--- src/hw/rtl/ttc_pkg.sv ---
`default_nettype none
package ttc_pkg;

  // field widths of the stream payload
  localparam int unsigned CMD_W   = 3;
  localparam int unsigned VAL_W   = 8;
  localparam int unsigned COL_W   = 7;
  localparam int unsigned ROW_W   = 5;
  localparam int unsigned CELL_W  = 16;
  localparam int unsigned IN_TDATA_W  = 24;
  localparam int unsigned OUT_TDATA_W = 48;

  localparam logic [VAL_W-1:0] LINE_FEED = 8'd10;
  localparam logic [VAL_W-1:0] BLANK     = 8'd32;
  localparam logic [VAL_W-1:0] NUL       = 8'd0;

  typedef enum logic [CMD_W-1:0] {
    CMD_TTY    = 3'd0,
    CMD_WRITE  = 3'd1,
    CMD_CURSOR = 3'd2,
    CMD_COLOR  = 3'd3,
    CMD_SHOW   = 3'd4,
    CMD_CLEAR  = 3'd5,
    CMD_READ   = 3'd6
  } cmd_t;

  // controller to datapath
  typedef struct packed {
    logic accept;      // input request taken this cycle
    logic copy;        // scroll copy step
    logic fill;        // fill step at the sweep pointer
    logic fill_blank;  // fill with spaces instead of nul
    logic ptr_clr;     // sweep pointer to cell 0
    logic ptr_bottom;  // sweep pointer to start of last row
    logic load_out;    // capture result into the output register
  } ctrl_cmd_t;

  // datapath to controller
  typedef struct packed {
    logic need_scroll; // pending request wraps past the last row
    logic is_clear;    // pending request clears the screen
    logic copy_end;    // last copy step
    logic fill_end;    // last fill step
    logic out_free;    // output register can take a result
  } dp_status_t;

endpackage
`default_nettype wire

--- src/hw/rtl/ttc_ctrl.sv ---
`default_nettype none
module ttc_ctrl (
  input  wire                  clk,
  input  wire                  rst_n,
  input  wire                  in_tvalid,
  output logic                 in_tready,
  input  ttc_pkg::dp_status_t  status,
  output ttc_pkg::ctrl_cmd_t   cmd
);

  typedef enum logic [5:0] {
    S_INIT    = 6'b000001,
    S_IDLE    = 6'b000010,
    S_COPY    = 6'b000100,
    S_ROWFILL = 6'b001000,
    S_CLEAR   = 6'b010000,
    S_DONE    = 6'b100000
  } state_t;

  state_t state_r, state_nxt;

  always_ff @(posedge clk) begin
    if (!rst_n) begin
      state_r <= S_INIT;
    end else begin
      state_r <= state_nxt;
    end
  end

  assign in_tready = (state_r == S_IDLE);

  always_comb begin
    state_nxt = state_r;
    cmd       = '0;
    case (state_r)
      S_INIT: begin
        cmd.fill = 1'b1;
        if (status.fill_end) begin
          state_nxt = S_IDLE;
        end
      end
      S_IDLE: begin
        if (in_tvalid) begin
          cmd.accept = 1'b1;
          if (status.need_scroll) begin
            cmd.ptr_clr = 1'b1;
            state_nxt   = S_COPY;
          end else if (status.is_clear) begin
            cmd.ptr_clr = 1'b1;
            state_nxt   = S_CLEAR;
          end else begin
            state_nxt = S_DONE;
          end
        end
      end
      S_COPY: begin
        cmd.copy = 1'b1;
        if (status.copy_end) begin
          cmd.ptr_bottom = 1'b1;
          state_nxt      = S_ROWFILL;
        end
      end
      S_ROWFILL: begin
        cmd.fill       = 1'b1;
        cmd.fill_blank = 1'b1;
        if (status.fill_end) begin
          state_nxt = S_DONE;
        end
      end
      S_CLEAR: begin
        cmd.fill = 1'b1;
        if (status.fill_end) begin
          state_nxt = S_DONE;
        end
      end
      S_DONE: begin
        if (status.out_free) begin
          cmd.load_out = 1'b1;
          state_nxt    = S_IDLE;
        end
      end
      default: begin
        state_nxt = S_INIT;
      end
    endcase
  end

endmodule
`default_nettype wire

--- config.mk ---
export PLATFORM = sky130hd
export DESIGN_NAME = ttc_ctrl
export DESIGN_NICKNAME = d
export VERILOG_FILES = /design/src/hw/rtl/ttc_pkg.sv /design/src/hw/rtl/ttc_ctrl.sv
export SDC_FILE = /design/constraint.sdc
export NUM_CORES = 1
export LEC_CHECK = 0
export ABC_AREA = 0
export BUFFER_PORTS_ARGS = -buffer_cell sky130_fd_sc_hd__buf_4
export CORE_AREA = 2 2 39 41
export CTS_CLUSTER_DIAMETER = 120
export CTS_CLUSTER_SIZE = 10
export DETAILED_ROUTE_END_ITERATION = 6
export DIE_AREA = 0 0 41 43
export PLACE_DENSITY = 0.65
export SLEW_MARGIN = 20
export SYNTH_ARGS = -nofsm -noshare
export SYNTH_HDL_FRONTEND = slang
export SYNTH_SLANG_ARGS = --single-unit
--- constraint.sdc ---
create_clock -name clk -period 2.3 [get_ports clk]
set_input_delay 0.115 -clock clk [delete_from_list [all_inputs] [get_ports clk]]
set_output_delay 0.115 -clock clk [all_outputs]
set_load 0.01 [all_outputs]
==> Word level (Yosys, flattened, before mapping) <==
Index checks and enable logic that the tools add are counted.
{ "classes": {"n_reduce_logical": 3, "n_eq_ne": 11, "mux": 21} }
{ "ops": {"columns": ["operator", "n"], "rows": [
  ["6-bit two-way mux", 7],
  ["6-bit one-hot mux with 5 select lines", 1],
  ["1-bit two-way mux", 13],
  ["2-bit != test, second input constant", 4],
  ["6-bit by 1-bit == test with 1-bit output, second input constant", 1],
  ["6-bit by 2-bit == test with 1-bit output, second input constant", 1],
  ["6-bit by 3-bit == test with 1-bit output, second input constant", 1],
  ["6-bit by 4-bit == test with 1-bit output, second input constant", 1],
  ["6-bit by 5-bit == test with 1-bit output, second input constant", 1],
  ["6-bit == test, second input constant", 1],
  ["5-bit AND reduction", 1],
  ["3-bit OR reduction", 1],
  ["2-bit by 1-bit != test with 1-bit output, second input constant", 1],
  ["2-bit OR reduction", 1]
]} }
{ "totals": {"reg_bits": 6, "word_cells": 36, "out_inout_bits": 8, "inputBits": 8} }

==> Logic depth before layout (Yosys ltp) <==
{ "logic_depth": {"ltp_word": 4, "ltp_mapped": 6} }

==> Worst setup path before layout <==
No wires, ideal clock.
{ "synth_timing": {"path_type": "register -> output", "startpoint": "register state_r[4]", "endpoint": "output cmd[2] in the netlist's numbering", "slack_ps": 429, "stages_incl_launch_ff": 6, "required_time_ps": 2185, "t_arrival_ps": 1756, "n_path_buf": 1, "path_cell_list": "dfxtp_1 -> buf_4 -> or4b_1 -> nor3_2 -> and2_1 -> nor2b_1"} }
{ "synth_lines": {"columns": ["item", "line", "rtl"], "rows": [
  ["start, declared", "ttc_ctrl.sv:20", "state_t state_r, state_nxt;"],
  ["start signal, assigned", "ttc_ctrl.sv:26", "state_r <= state_nxt;"],
  ["end, declared", "ttc_ctrl.sv:8", "output ttc_pkg::ctrl_cmd_t cmd"]
]} }

==> flow_metrics.py <==
metrics = {
    "status": {
        "status": "finished, final reports clean",
    },
    "logic_synthesis": {
        "synth.distinct_cells": 35,
        "postSynthCellCount": 60,
        "synth_warnings": 0,
        "synth_seq_cells": 6,
        "synth_area_leaders": "dfxtp_1 (25%), nor3_1 (4.2%), and2_1 (4.0%)",
        "synth_area_um2": 474.2,
        "async_reset_ff_share_pct": 0,
        "synth_edf_count": 0,
        "syn_nets": 68,
        "synth_top_area_share_pct": 25.33,
        "ys_seq_area_share_pct": 25.33,
        "synth_area_leader_cell": "dfxtp_1",
        "ys.flop_type": "dfxtp_1",
        "syn_avg_cell_area_um2": 7.903,
    },
    "global_routing": {
        "antenna_found_initial": 0,
        "use_met3_pct": 3.141,
        "grt_max_degree": 12,
        "overflow": 0,
        "busiest_layer": "met2",
        "first_global_vias": 455,
        "met1_usage_pct": 22.98,
        "grt_pass1_wl_um": 1938,
        "grt_usage_pct": 16.70,
        "met2_usage_pct": 23.13,
    },
    "sta": {
        "worst_slew_pin_slew_ps": 368.5,
        "max_freq_ghz": 0.4891,
        "hold_viol": 0,
        "skew_ps": 1.001,
        "slew_violations": 0,
        "period_share_pct": 88.90,
        "fin_crit_ps": 2045,
        "tns_ps": 0,
        "maxSlewHeadroom_pct": 74.80,
        "rsz0062_at_grt": "false",
        "finalSetupViolations": 0,
    },
    "clock_network": {
        "root_buffer": "clkbuf_4",
        "htreeDepth": 1,
        "clk_pin_slew_worst_paths_ps": 50,
        "post_cts_buffers": 0,
        "cts_hold_buf": 0,
        "clock_path_buffers": 2,
        "cts.sinks": 6,
        "cts_buffers": 3,
        "clkLatencyLatePin_ps": 250,
        "cts_tree": "built",
        "post_cts_resized": 0,
    },
    "critical_path": {
        "worstRegToRegCells": 4,
        "crit_required_ps": 2180,
        "crit_end": "cmd[2]",
        "rrSetupSlack_ps": 410,
        "rr_endpoint": "state_r[3]",
        "crit_path_max_fanout": 9,
        "rr_startpoint": "state_r[4]",
        "setup.worst_path.end_class": "output port",
        "critical_path_arrival_ps": 1930,
        "cp-startpoint": "state_r[4]",
        "critical_path_class": "reg -> out",
        "critPathLaunchType": "flip-flop",
    },
    "routing": {
        "ant_nets": 0,
        "dr.pass1.iters": 4,
        "drtIter0Drc": 9,
        "drc": 0,
        "via_per_inst": 5.467,
        "routed_wl_um": 1161,
        "num_vias": 492,
        "avgRoutedWirePerCell_um": 12.90,
    },
    "layout": {
        "final_cell_mix": "buf_4 (16), dfxtp_1 (6), nand2_1 (5), nor3_1 (4)",
        "top_regs": "state_r (6)",
        "finish.instance_area_um2": 610.6,
        "area_growth_pct": 28.76,
        "drive_gt1_share_pct": 29.73,
        "diodes": 0,
        "finalNetCount": 84,
        "layout.cells.most_common": "buf_4",
        "largest_register": "state_r",
        "largest_reg_flops": 6,
    },
    "floorplanning": {
        "start_util_pct": 34.27,
        "io_pins": 16,
        "num_rows": 14,
        "chipWidth_um": 41,
        "die_h_um": 43,
        "die_area_mm2": 0.001763,
        "core_mm2": 0.001384,
    },
    "worst_hold_path": {
        "holdCritPathClass": "in -> reg",
    },
    "place": {
        "dp_hpwl_um": 920.9,
        "placed_area_um2": 588.1,
        "finalWeightedCongestion": 0.8664,
        "port_buffers": 15,
    },
    "pwr": {
        "p_total_uw": 291.8,
        "p_leak_nw": 0.2748,
        "ir_drop_v": 0.0002174,
        "p_per_area_mw_per_mm2": 478.0,
    },
    "flow_run": {
        "cap_violations": 0,
    },
}
metrics by stage:
| step | util [%] | worst slack, ps | hold WS, ps | std cells |
|---|---|---|---|---|
| 2_1_floorplan | - | 429.3 | 266.0 | 60 |
| 4_1_cts | 44.12 | 229.7 | 113.7 | 90 |
| 3_3_place_gp | 42.50 | 445.2 | 359.9 | 87 |
| 6_report | 44.12 | 255.4 | 125.4 | 90 |
| 5_1_grt | 44.12 | 117.7 | 133.7 | 90 |
| 3_5_place_dp | 42.50 | 425.9 | 372.9 | 87 |
per-layer routing:
metal / routed length, um / vias to the layer above
met3: 37 / 3
met5: 0 / -
li1: - / 253
met4: 21 / 0
met2: 559 / 14
met1: 541 / 222
cell families (layout without fill, tap and decap cells):
group           count (synthesis)  in the layout  synth area share [%]
flops                           6              6                 25.33
simple gates                   32             32                 41.43
xor+xnor                        3              3                 5.542
buf+inv                         7             21                 7.124
mux                             1              1                 2.111
compound gates                 11             11                 18.47
how the worst min path moves through the flow:
stage / depth (start not counted) / from / to / slack [ps]
floorplan: 2 / status[4] / state_r[2] / 270
global placement: 2 / rst_n / state_r[0] / 360
detailed placement: 2 / rst_n / state_r[0] / 370
CTS: 2 / rst_n / state_r[0] / 110
global route: 2 / rst_n / state_r[0] / 130
finish: 2 / rst_n / state_r[0] / 130
critical path, stage by stage, from the launching register on:
cell     delay [ps]
dfxtp_1         400
or4b_1          570
nor3_2          280
and2_1          190
nor2b_1         130
buf_4           120
report_power, final:
part / leakage (nW) / internal (mW) / switching (mW)
clock: 0.0138 / 0.0591 / 0.0395
sequential: 0.0488 / 0.110 / 0.0103
combinational: 0.212 / 0.0375 / 0.0356
cell type report:
| cell class | count | area, um2 |
|---|---|---|
| clock buffers | 3 | 22.52 |
| fillers | 147 | 773.2 |
| well taps | 16 | 20.02 |
| multi-input cells | 47 | 320.3 |
| inverters | 2 | 7.507 |
| repair buffers | 16 | 120.1 |
| flip-flops and latches | 6 | 120.1 |
synth_stat cells, types with 2 or more instances:
library cell / count
dfxtp_1: 6
nand2_1: 5
nor3_1: 4
and2_1: 3
and3_1: 3
buf_2: 3
nor2_1: 3
a21oi_1: 2
and4_1: 2
inv_1: 2
o21a_1: 2
xnor2_1: 2
Power figures use the tool's default switching activity.
